File: src/lic_pkg.sv
// Shared types, command codes and arithmetic helpers for the LED image color crossfade block.
package lic_pkg;

    // Default number of matrix cells.
    localparam int CELLS_DEF = 256;

    // Command codes carried in the func field.
    localparam logic [1:0] FUNC_WRITE  = 2'd0;
    localparam logic [1:0] FUNC_START  = 2'd1;
    localparam logic [1:0] FUNC_TICK   = 2'd2;
    localparam logic [1:0] FUNC_RENDER = 2'd3;

    // Full scale value for brightness, masks and factors.
    localparam logic [7:0] FULL_SCALE = 8'd255;

    // Input word.
    typedef struct packed {
        logic [1:0]  func;
        logic [7:0]  cell_index;
        logic        cell_lit;
        logic [15:0] duration_ms;
        logic        blend_image;
        logic        blend_color;
        logic [7:0]  target_red;
        logic [7:0]  target_green;
        logic [7:0]  target_blue;
    } in_t;

    // Result word.
    typedef struct packed {
        logic [7:0] red;
        logic [7:0] green;
        logic [7:0] blue;
        logic       busy_res;
        logic [7:0] blend_factor;
        logic       finished;
    } out_t;

    // Write enables of the image store.
    typedef struct packed {
        logic cur;
        logic tgt;
    } img_we_t;

    // Blend state flags.
    typedef struct packed {
        logic color;
        logic image;
        logic busy;
    } blend_flags_t;

    // Exact floor(x / 255) for any product of two 8-bit values.
    function automatic logic [7:0] div255(input logic [15:0] x);
        logic [16:0] t;
        t = {1'b0, x} + 17'(x[15:8]) + 17'd1;
        return t[15:8];
    endfunction

endpackage

File: src/lic_scale.sv
// Shared scaling unit: registered a * b / 255 with truncation.
module lic_scale (
    input  logic       aclk,
    input  logic [7:0] a,
    input  logic [7:0] b,
    output logic [7:0] q
);

    logic [15:0] prod;
    logic [7:0]  q_reg;

    // One 8x8 product, divided by 255 without a divider.
    assign prod = 16'(a) * 16'(b);

    always_ff @(posedge aclk) begin
        q_reg <= lic_pkg::div255(prod);
    end

    assign q = q_reg;

endmodule

File: src/lic_div.sv
// Restoring divider that produces an 8-bit quotient, one bit per cycle.
module lic_div (
    input  logic        aclk,
    input  logic        aresetn,
    input  logic        start,
    input  logic [23:0] num,
    input  logic [15:0] den,
    output logic        done,
    output logic [7:0]  quo
);

    logic        busy_reg;
    logic        done_reg;
    logic [2:0]  cnt_reg;
    logic [15:0] rem_reg;
    logic [7:0]  low_reg;
    logic [15:0] den_reg;
    logic [16:0] trial;
    logic [16:0] diff;
    logic        ge;

    // The quotient fits in 8 bits because num < 256 * den, so the upper
    // 16 bits of num start as a partial remainder below den.
    assign trial = {rem_reg, low_reg[7]};
    assign diff  = trial - {1'b0, den_reg};
    assign ge    = trial >= {1'b0, den_reg};

    always_ff @(posedge aclk) begin
        if (!aresetn) begin
            busy_reg <= 1'b0;
            done_reg <= 1'b0;
            cnt_reg  <= '0;
        end else begin
            done_reg <= 1'b0;
            if (start) begin
                rem_reg  <= num[23:8];
                low_reg  <= num[7:0];
                den_reg  <= den;
                cnt_reg  <= '0;
                busy_reg <= 1'b1;
            end else if (busy_reg) begin
                // Quotient bits shift in as the dividend bits shift out.
                rem_reg <= ge ? diff[15:0] : trial[15:0];
                low_reg <= {low_reg[6:0], ge};
                cnt_reg <= cnt_reg + 3'd1;
                if (cnt_reg == 3'd7) begin
                    busy_reg <= 1'b0;
                    done_reg <= 1'b1;
                end
            end
        end
    end

    assign done = done_reg;
    assign quo  = low_reg;

endmodule

File: src/lic_img_store.sv
// Current and target image memories, one write and one registered read port each.
module lic_img_store #(
    parameter int CELLS = lic_pkg::CELLS_DEF
) (
    input  logic                     aclk,
    input  logic [$clog2(CELLS)-1:0] rd_addr,
    output logic [7:0]               cur_rd,
    output logic [7:0]               tgt_rd,
    input  lic_pkg::img_we_t         wr_en,
    input  logic [$clog2(CELLS)-1:0] wr_addr,
    input  logic [7:0]               cur_wdata,
    input  logic [7:0]               tgt_wdata
);

    logic [7:0] cur_mem [0:CELLS-1];
    logic [7:0] tgt_mem [0:CELLS-1];
    logic [7:0] cur_rd_reg;
    logic [7:0] tgt_rd_reg;

    // Both arrays share the address of each port.
    always_ff @(posedge aclk) begin
        if (wr_en.cur) begin
            cur_mem[wr_addr] <= cur_wdata;
        end
        if (wr_en.tgt) begin
            tgt_mem[wr_addr] <= tgt_wdata;
        end
        cur_rd_reg <= cur_mem[rd_addr];
        tgt_rd_reg <= tgt_mem[rd_addr];
    end

    assign cur_rd = cur_rd_reg;
    assign tgt_rd = tgt_rd_reg;

endmodule

File: src/led_image_color_crossfade.sv
// Top level of the LED image color crossfade engine: sequencer, state and result register.
//
// Usage: words enter on s_valid/s_ready/s_data and results leave on
// m_valid/m_ready/m_data, one result word per input word, in order.
// The max_brightness register is written with cfg_wr_en/cfg_wr_data.
// The block takes one word at a time; s_ready is high only when idle.
// Work per word, from acceptance to the result being loaded:
//   write target cell, start blend, tick while idle: straight to the result.
//   render cell: six passes through the shared scaling unit.
//   tick while blending both armed: the shared scaling unit
//   updates one value per cycle (three color values, then every image
//   cell), after the divider computes the blend factor (skipped for a zero duration).
// Ticks arrive once per millisecond, so the image sweep sets the pace.
// After reset the block clears both image memories, one cell per cycle,
// before s_ready rises; config writes are taken meanwhile.
// A result waits in the output register while m_ready is low; the next
// word may be accepted, and its result is held until the register frees.
module led_image_color_crossfade #(
    parameter int CELLS = lic_pkg::CELLS_DEF
) (
    input  logic          aclk,
    input  logic          aresetn,
    input  logic          s_valid,
    output logic          s_ready,
    input  lic_pkg::in_t  s_data,
    output logic          m_valid,
    input  logic          m_ready,
    output lic_pkg::out_t m_data,
    input  logic          cfg_wr_en,
    input  logic [7:0]    cfg_wr_data
);

    localparam int IDX_W = $clog2(CELLS);

    typedef enum logic [3:0] {
        ST_CLEAR,
        ST_IDLE,
        ST_FACTOR,
        ST_DIV,
        ST_COLOR,
        ST_IMAGE,
        ST_DRAIN,
        ST_RREAD,
        ST_RMASK,
        ST_RSCALE,
        ST_RESULT
    } state_t;

    state_t                state_reg;
    state_t                sweep_first;
    logic [IDX_W-1:0]      cnt_reg;
    logic                  cnt_last;
    lic_pkg::in_t          item_reg;
    lic_pkg::out_t         res_reg;
    lic_pkg::out_t         res_init;
    lic_pkg::out_t         out_reg;
    logic                  m_valid_reg;
    lic_pkg::blend_flags_t flags_reg;
    logic [15:0]           duration_reg;
    logic [15:0]           elapsed_reg;
    logic [7:0]            factor_reg;
    logic [7:0]            cur_color_reg [0:2];
    logic [7:0]            tgt_color_reg [0:2];
    logic [7:0]            max_bright_reg;
    logic [7:0]            mask_reg;
    logic [7:0]            rtmp_reg [0:5];

    // Tick update pipeline: stage 1 holds the index being read, stage 2
    // waits for the scaling unit.
    logic                  p1_valid_reg;
    logic                  p1_color_reg;
    logic [IDX_W-1:0]      p1_idx_reg;
    logic                  p2_valid_reg;
    logic                  p2_color_reg;
    logic [IDX_W-1:0]      p2_idx_reg;
    logic [7:0]            p2_cur_reg;
    logic                  p2_up_reg;

    logic                  s_accept;
    logic                  in_range;
    logic                  item_in_range;
    logic [IDX_W-1:0]      rd_addr;
    logic [7:0]            cur_rd;
    logic [7:0]            tgt_rd;
    lic_pkg::img_we_t      wr_en;
    logic [IDX_W-1:0]      wr_addr;
    logic [7:0]            cur_wdata;
    logic [7:0]            tgt_wdata;
    logic [1:0]            color_idx;
    logic [7:0]            color_rd;
    logic [7:0]            tgt_color_rd;
    logic [7:0]            cur_b;
    logic [7:0]            tgt_b;
    logic                  up_b;
    logic [7:0]            diff_b;
    logic [7:0]            new_val;
    logic [2:0]            step;
    logic [2:0]            rsel;
    logic [7:0]            scale_a;
    logic [7:0]            scale_b;
    logic [7:0]            scale_q;
    logic                  div_start;
    logic [23:0]           div_num;
    logic                  div_done;
    logic [7:0]            div_q;
    logic                  tick_fin;

    assign s_accept      = s_valid && s_ready;
    assign s_ready       = (state_reg == ST_IDLE);
    assign m_valid       = m_valid_reg;
    assign m_data        = out_reg;
    assign in_range      = 32'(s_data.cell_index) < CELLS;
    assign item_in_range = 32'(item_reg.cell_index) < CELLS;
    assign cnt_last      = (cnt_reg == IDX_W'(CELLS - 1));
    assign step          = cnt_reg[2:0];
    assign tick_fin      = (elapsed_reg >= duration_reg);

    // Result of a newly accepted word before any command fills it in.
    always_comb begin
        res_init          = '0;
        res_init.busy_res = flags_reg.busy || (s_data.func == lic_pkg::FUNC_START);
    end

    // First phase of the tick sweep depends on which blends are armed.
    always_comb begin
        priority if (flags_reg.color) begin
            sweep_first = ST_COLOR;
        end else if (flags_reg.image) begin
            sweep_first = ST_IMAGE;
        end else begin
            sweep_first = ST_DRAIN;
        end
    end

    // Image memory read address: the sweep index or the rendered cell.
    assign rd_addr = (state_reg == ST_IMAGE) ? cnt_reg : IDX_W'(item_reg.cell_index);

    // Image memory writes: clearing pass, tick write-back, target writes.
    always_comb begin
        wr_en     = '0;
        wr_addr   = cnt_reg;
        cur_wdata = '0;
        tgt_wdata = '0;
        priority if (state_reg == ST_CLEAR) begin
            wr_en.cur = 1'b1;
            wr_en.tgt = 1'b1;
        end else if (p2_valid_reg && !p2_color_reg) begin
            wr_en.cur = 1'b1;
            wr_addr   = p2_idx_reg;
            cur_wdata = new_val;
        end else if (s_accept && s_data.func == lic_pkg::FUNC_WRITE && in_range) begin
            wr_en.tgt = 1'b1;
            wr_addr   = IDX_W'(s_data.cell_index);
            tgt_wdata = s_data.cell_lit ? lic_pkg::FULL_SCALE : 8'd0;
        end else begin
            wr_en = '0;
        end
    end

    lic_img_store #(
        .CELLS(CELLS)
    ) u_img_store (
        .aclk     (aclk),
        .rd_addr  (rd_addr),
        .cur_rd   (cur_rd),
        .tgt_rd   (tgt_rd),
        .wr_en    (wr_en),
        .wr_addr  (wr_addr),
        .cur_wdata(cur_wdata),
        .tgt_wdata(tgt_wdata)
    );

    // One read port on the color registers, shared by render and tick.
    always_comb begin
        priority if (state_reg == ST_RSCALE && step < 3'd3) begin
            color_idx = step[1:0];
        end else if (p1_color_reg) begin
            color_idx = p1_idx_reg[1:0];
        end else begin
            color_idx = 2'd0;
        end
    end

    assign color_rd     = cur_color_reg[color_idx];
    assign tgt_color_rd = tgt_color_reg[color_idx];

    // Stage 2 input: distance from the current value to its target.
    assign cur_b  = p1_color_reg ? color_rd : cur_rd;
    assign tgt_b  = p1_color_reg ? tgt_color_rd : tgt_rd;
    assign up_b   = (tgt_b >= cur_b);
    assign diff_b = up_b ? (tgt_b - cur_b) : (cur_b - tgt_b);

    // Write-back value: move by the scaled distance toward the target.
    assign new_val = p2_up_reg ? (p2_cur_reg + scale_q) : (p2_cur_reg - scale_q);

    // Scaling unit operands. Render runs six products: three colors by the
    // mask, then those three by the global brightness.
    assign rsel = (step >= 3'd3) ? (step - 3'd3) : 3'd0;

    always_comb begin
        if (state_reg == ST_RSCALE) begin
            if (step < 3'd3) begin
                scale_a = color_rd;
                scale_b = mask_reg;
            end else begin
                scale_a = rtmp_reg[rsel];
                scale_b = max_bright_reg;
            end
        end else begin
            scale_a = diff_b;
            scale_b = factor_reg;
        end
    end

    lic_scale u_scale (
        .aclk(aclk),
        .a   (scale_a),
        .b   (scale_b),
        .q   (scale_q)
    );

    // Factor numerator elapsed * 255 as a shift and subtract.
    assign div_num   = {elapsed_reg, 8'd0} - {8'd0, elapsed_reg};
    assign div_start = (state_reg == ST_FACTOR) && (duration_reg != 16'd0);

    lic_div u_div (
        .aclk   (aclk),
        .aresetn(aresetn),
        .start  (div_start),
        .num    (div_num),
        .den    (duration_reg),
        .done   (div_done),
        .quo    (div_q)
    );

    // Sequencer, blend state and result register.
    always_ff @(posedge aclk) begin
        if (!aresetn) begin
            state_reg        <= ST_CLEAR;
            cnt_reg          <= '0;
            m_valid_reg      <= 1'b0;
            flags_reg        <= '0;
            duration_reg     <= '0;
            elapsed_reg      <= '0;
            max_bright_reg   <= lic_pkg::FULL_SCALE;
            cur_color_reg[0] <= 8'd0;
            cur_color_reg[1] <= 8'd0;
            cur_color_reg[2] <= lic_pkg::FULL_SCALE;
            tgt_color_reg[0] <= 8'd0;
            tgt_color_reg[1] <= 8'd0;
            tgt_color_reg[2] <= 8'd0;
            p1_valid_reg     <= 1'b0;
            p2_valid_reg     <= 1'b0;
        end else begin
            if (cfg_wr_en) begin
                max_bright_reg <= cfg_wr_data;
            end

            // Result valid rises when a result is loaded and falls when taken.
            if (state_reg == ST_RESULT && (!m_valid_reg || m_ready)) begin
                m_valid_reg <= 1'b1;
            end else if (m_ready) begin
                m_valid_reg <= 1'b0;
            end

            // Pipeline advance.
            p1_valid_reg <= (state_reg == ST_COLOR) || (state_reg == ST_IMAGE);
            p2_valid_reg <= p1_valid_reg;
            p2_color_reg <= p1_color_reg;
            p2_idx_reg   <= p1_idx_reg;
            p2_cur_reg   <= cur_b;
            p2_up_reg    <= up_b;
            if (p2_valid_reg && p2_color_reg) begin
                cur_color_reg[p2_idx_reg[1:0]] <= new_val;
            end

            // Render products are captured from the scaling unit in the cycle after they were issued.
            if (state_reg == ST_RSCALE && step != 3'd0) begin
                rtmp_reg[step - 3'd1] <= scale_q;
            end

            unique case (state_reg)
                ST_CLEAR: begin
                    if (cnt_last) begin
                        cnt_reg   <= '0;
                        state_reg <= ST_IDLE;
                    end else begin
                        cnt_reg <= cnt_reg + IDX_W'(1);
                    end
                end
                ST_IDLE: begin
                    if (s_valid) begin
                        item_reg <= s_data;
                        res_reg  <= res_init;
                        unique case (s_data.func)
                            lic_pkg::FUNC_WRITE: begin
                                state_reg <= ST_RESULT;
                            end
                            lic_pkg::FUNC_START: begin
                                duration_reg    <= s_data.duration_ms;
                                elapsed_reg     <= '0;
                                flags_reg.busy  <= 1'b1;
                                flags_reg.image <= flags_reg.image || s_data.blend_image;
                                flags_reg.color <= flags_reg.color || s_data.blend_color;
                                if (s_data.blend_color) begin
                                    tgt_color_reg[0] <= s_data.target_red;
                                    tgt_color_reg[1] <= s_data.target_green;
                                    tgt_color_reg[2] <= s_data.target_blue;
                                end
                                state_reg <= ST_RESULT;
                            end
                            lic_pkg::FUNC_TICK: begin
                                if (flags_reg.busy) begin
                                    if (elapsed_reg < duration_reg) begin
                                        elapsed_reg <= elapsed_reg + 16'd1;
                                    end
                                    state_reg <= ST_FACTOR;
                                end else begin
                                    state_reg <= ST_RESULT;
                                end
                            end
                            lic_pkg::FUNC_RENDER: begin
                                state_reg <= ST_RREAD;
                            end
                            default: begin
                                state_reg <= ST_RESULT;
                            end
                        endcase
                    end
                end
                ST_FACTOR: begin
                    // A zero duration blends fully at once.
                    if (duration_reg == 16'd0) begin
                        factor_reg <= lic_pkg::FULL_SCALE;
                        cnt_reg    <= '0;
                        state_reg  <= sweep_first;
                    end else begin
                        state_reg <= ST_DIV;
                    end
                end
                ST_DIV: begin
                    if (div_done) begin
                        factor_reg <= div_q;
                        cnt_reg    <= '0;
                        state_reg  <= sweep_first;
                    end
                end
                ST_COLOR: begin
                    p1_color_reg <= 1'b1;
                    p1_idx_reg   <= cnt_reg;
                    if (cnt_reg == IDX_W'(2)) begin
                        cnt_reg   <= '0;
                        state_reg <= flags_reg.image ? ST_IMAGE : ST_DRAIN;
                    end else begin
                        cnt_reg <= cnt_reg + IDX_W'(1);
                    end
                end
                ST_IMAGE: begin
                    p1_color_reg <= 1'b0;
                    p1_idx_reg   <= cnt_reg;
                    if (cnt_last) begin
                        cnt_reg   <= '0;
                        state_reg <= ST_DRAIN;
                    end else begin
                        cnt_reg <= cnt_reg + IDX_W'(1);
                    end
                end
                ST_DRAIN: begin
                    // Once every write-back is done, close the tick. At the
                    // end of the blend the factor is full scale, so every
                    // armed value already equals its target.
                    if (!p1_valid_reg && !p2_valid_reg) begin
                        res_reg.blend_factor <= factor_reg;
                        res_reg.finished     <= tick_fin;
                        res_reg.busy_res     <= !tick_fin;
                        if (tick_fin) begin
                            flags_reg <= '0;
                        end
                        state_reg <= ST_RESULT;
                    end
                end
                ST_RREAD: begin
                    state_reg <= ST_RMASK;
                end
                ST_RMASK: begin
                    mask_reg  <= flags_reg.image ? cur_rd : lic_pkg::FULL_SCALE;
                    cnt_reg   <= '0;
                    state_reg <= ST_RSCALE;
                end
                ST_RSCALE: begin
                    if (step == 3'd6) begin
                        res_reg.red   <= item_in_range ? rtmp_reg[3] : 8'd0;
                        res_reg.green <= item_in_range ? rtmp_reg[4] : 8'd0;
                        res_reg.blue  <= item_in_range ? scale_q : 8'd0;
                        cnt_reg       <= '0;
                        state_reg     <= ST_RESULT;
                    end else begin
                        cnt_reg <= cnt_reg + IDX_W'(1);
                    end
                end
                ST_RESULT: begin
                    if (!m_valid_reg || m_ready) begin
                        out_reg   <= res_reg;
                        state_reg <= ST_IDLE;
                    end
                end
                default: begin
                    state_reg <= ST_IDLE;
                end
            endcase
        end
    end

`ifndef ASSERT_OFF
    // No tick write-back may still be in flight when a new word can enter.
    assert property (@(posedge aclk) disable iff (!aresetn)
        s_ready |-> (!p1_valid_reg && !p2_valid_reg))
        else $error("tick pipeline active while accepting a word");

    // A tick that completes the blend leaves the block not busy.
    assert property (@(posedge aclk) disable iff (!aresetn)
        (m_valid && m_data.finished) |-> !m_data.busy_res)
        else $error("finished result still reports a blend in progress");

    // Only tick results carry a factor, and those carry no color.
    assert property (@(posedge aclk) disable iff (!aresetn)
        (m_valid && m_data.blend_factor != 8'd0) |->
        (m_data.red == 8'd0 && m_data.green == 8'd0 && m_data.blue == 8'd0))
        else $error("result carries both a factor and a color");

    // The divider only completes while the sequencer waits for it.
    assert property (@(posedge aclk) disable iff (!aresetn)
        div_done |-> (state_reg == ST_DIV))
        else $error("divider finished outside the factor wait");
`endif

endmodule
File: config.mk
export PLATFORM = sky130hd
export DESIGN_NAME = led_image_color_crossfade
export DESIGN_NICKNAME = d
export VERILOG_FILES = /design/src/lic_pkg.sv /design/src/lic_scale.sv /design/src/lic_div.sv /design/src/lic_img_store.sv /design/src/led_image_color_crossfade.sv
export SDC_FILE = /design/constraint.sdc
export NUM_CORES = 2
export LEC_CHECK = 0
export BUFFER_PORTS_ARGS = -buffer_cell sky130_fd_sc_hd__buf_4
export CAP_MARGIN = 10
export CORE_UTILIZATION = 50
export DETAILED_ROUTE_END_ITERATION = 8
export PLACE_DENSITY_LB_ADDON = 0.25
export SLEW_MARGIN = 40
export SYNTH_ARGS = -nofsm -noshare
export SYNTH_HDL_FRONTEND = slang
export SYNTH_MEMORY_MAX_BITS = 65536
export SYNTH_SLANG_ARGS = --single-unit
File: constraint.sdc
create_clock -name aclk -period 9.27 [get_ports aclk]
set_input_delay 0.4635 -clock aclk [delete_from_list [all_inputs] [get_ports aclk]]
set_output_delay 0.4635 -clock aclk [all_outputs]
set_load 0.02 [all_outputs]
==> flow_summary.json <==
{
  "setup_viol": 0,
  "seq_area_frac_synth": 0.713,
  "synth_warnings": 0,
  "slew_viol_final": 0,
  "cts_tree": "built",
  "slowest_delay_ns": 0.56,
  "synth-seq-cells": 2647,
  "grt_start_max_net_pins": 197,
  "hp-class": "in -> reg",
  "io_pins": 102,
  "worstMarginPinSlew_ns": 0.952,
  "viasPerCell": 6.12,
  "drtIter0Drc": 6551,
  "total_power_w": 0.0253,
  "yosys.area.top_type": "edfxtp_1",
  "final_antenna_net_count": 0,
  "cpMostUsedCell": "fa_1",
  "grt_pass1_vias": 61600,
  "grt_overflow": 0,
  "synthesis.area_um2": 110000,
  "met3_wirelength_um": 22900,
  "cts_max_level": 5,
  "p_leak_nw": 43.5,
  "synth_area_per_cell_um2": 16.4,
  "io_buffers": 101,
  "synthCells": 6719,
  "fin_area_um2": 126000,
  "die_area_um2": 223000,
  "crit_arrival_ns": 9.75,
  "cts.sinks": 2647,
  "synth_most_common_cell": "edfxtp_1",
  "tns_ns": 0,
  "worstPathRequired_ns": 10.08,
  "hpwl_um": 160000,
  "route.detailed.drc": 0,
  "fillCellCount": 16500,
  "max_slew_margin": 0.365,
  "wl_met1_um": 111000,
  "hold_viol": 0,
  "power_density_nw_per_um2": 201,
  "drt_wl_total_um": 274000,
  "antenna_found_initial": 4,
  "timing.final.crit_share": 0.965,
  "synthTopCellsByArea": "edfxtp_1 70%, mux4_2 12%, nand2_1 2.8%, nor2_1 2.3%, dfxtp_1 1.5%",
  "grt_use_total": 0.246,
  "slowest_stage": "fa_1",
  "cap_viol_max_count": 0,
  "core-area_um2": 220000,
  "place_area_um2": 115000,
  "skew_ns": 0.0637,
  "drive_above_1_share": 0.210,
  "grt_pass1_wl_um": 406000,
  "criticalPathCategory": "reg -> reg",
  "finalWorstSetupSlack_ns": 0.329,
  "cp_max_fo": 4,
  "largest_register_ffs": 2048,
  "fmax_mhz": 112,
  "first_pass_iters": 6,
  "die_y_um": 472,
  "cts-buffers-inserted": 290,
  "syn2layout_area_growth_pct": 14.1,
  "syn_nets": 6936,
  "synth_top_area_frac": 0.698,
  "start_util": 0.503,
  "yosysUniqueCellTypes": 88,
  "place_ws_ns": -0.112,
  "startpoint_type": "flip-flop",
  "cts_buffer_depth": 4,
  "routed-wl-met2_um": 131000,
  "die_x_um": 472,
  "rows": 172,
  "wl_per_cell_um": 27.2,
  "fin_crit_ns": 8.94,
  "via_count": 61700,
  "status": "finished clean",
  "clk_latency_ns": 0.93,
  "peakVddDrop_mv": 0.184,
  "highest_layer": "met4",
  "finalNetCount": 7222,
  "async_flop_share": 0,
  "synth_common_cells": "2567 x edfxtp_1, 827 x nand2_1, 690 x nor2_1",
  "synth_edf_count": 2567,
  "synth_ff_type": "edfxtp_1",
  "cts_root_buffer": "clkbuf_16",
  "gp_congestion": 0.888,
  "crit_path_end_kind": "flip-flop",
  "clkTransAtPathRegs_ns": 0.07
}
-- repair_timing --
item,in CTS,in global routing
endpoints found under the setup margin,7,8
hold buffers,78,0
hold endpoints to repair,71,0
setup buffers,0,18
cloned,0,2
pin swaps,0,37
resized for setup,6,56
-- cell families after synthesis --
family | Yosys count | synth area share
multiplexers | 688 | 0.128
buffers and inverters | 536 | 0.0197
XOR/XNOR | 77 | 0.00611
flip-flops | 2647 | 0.713
AO/OA/AOI/OAI | 515 | 0.0318
AND/OR/NAND/NOR | 2101 | 0.0819
adder cells (fa/ha/maj) | 155 | 0.0202
-- placed cells by master (no fill, tap or decap), types with 18 or more instances in the layout --
cell           count
nor2_1           584
and2_1            63
a21boi_0          22
inv_1            150
a221oi_1          21
mux2i_1           93
nor2_2            93
and3_1            52
clkbuf_1          55
nand2b_1          21
a22oi_1           35
dfxtp_1           78
xnor2_1           44
o221ai_1          28
o22ai_1           30
nand3_1          267
dlygate4sd3_1     78
clkinv_2          37
a21oi_1          101
nand2_1          802
bufinv_16         23
clkbuf_16        301
clkinv_1          65
a31oi_1           48
edfxtp_1        2567
ha_1             106
buf_4            249
o211ai_1          20
a32oi_1           18
o21ai_0           71
buf_12            27
mux4_2           576
nor3_1            33
fa_1              37
or3_1             23
xor2_1            30
nand2_2           25
-- layout make-up --
class | count | area [um^2] | share of cell area
Tap cell | 2871 | 3590 | 0.0285
Clock inverter | 145 | 1290 | 0.0103
Timing Repair Buffer | 379 | 3670 | 0.0292
Clock buffer | 354 | 7680 | 0.0610
Antenna cell | 2 | 5.00 | 0.0000397
Inverter | 151 | 567 | 0.00450
Sequential cell | 2647 | 78700 | 0.625
Multi-Input combinational cell | 3536 | 30500 | 0.242
-- worst max-delay path: cells and delay by family, from the launching register on --
family	cells	cell delay (ns)
muxes	1	0.29
and+or+nand+nor	10	1.55
xor gates and xnor gates	2	0.37
DFF	1	0.34
adders and majority gates	9	3.70
AOI/OAI and AO/OA	12	1.75
buffers and inverters	7	0.86
-- final timing paths --
check / startpoint / slack [ns] / cells past startpoint / to
hold / removal: s_data[42] / 0.24 / 2 / u_img_store.tgt_mem[165][6]
setup reg to reg: state_reg[1] / 0.33 / 41 / u_scale.q[6]
hold reg to reg: res_reg[16] / 0.39 / 0 / m_data[16]
setup / recovery: state_reg[1] / 0.33 / 41 / u_scale.q[6]
-- metrics by stage --
stage,std cells,utilization,hold WS [ns]
6_report,10100,0.574,0.235
4_1_cts,10100,0.570,0.167
2_1_floorplan,6719,-,0.400
3_3_place_gp,9472,0.524,0.401
3_5_place_dp,9478,0.525,0.405
5_1_grt,10100,0.574,0.205
-- where the power goes --
part	total [W]	internal (W)	switching (W)	leakage, nW
sequential	0.0131	0.0130	0.000103	26.6
clock	0.0111	0.00651	0.00455	4.37
combinational	0.00114	0.000475	0.000662	12.6
total	0.0253	0.0200	0.00531	43.5
-- routing by layer --
metal / track usage / vias up
met5: 0 / -
met2: 0.387 / 2842
met1: 0.346 / 31800
met4: 0.0858 / 0
met3: 0.0451 / 509
li1: - / 26500
No activity file was read; power rests on OpenSTA's default activity.
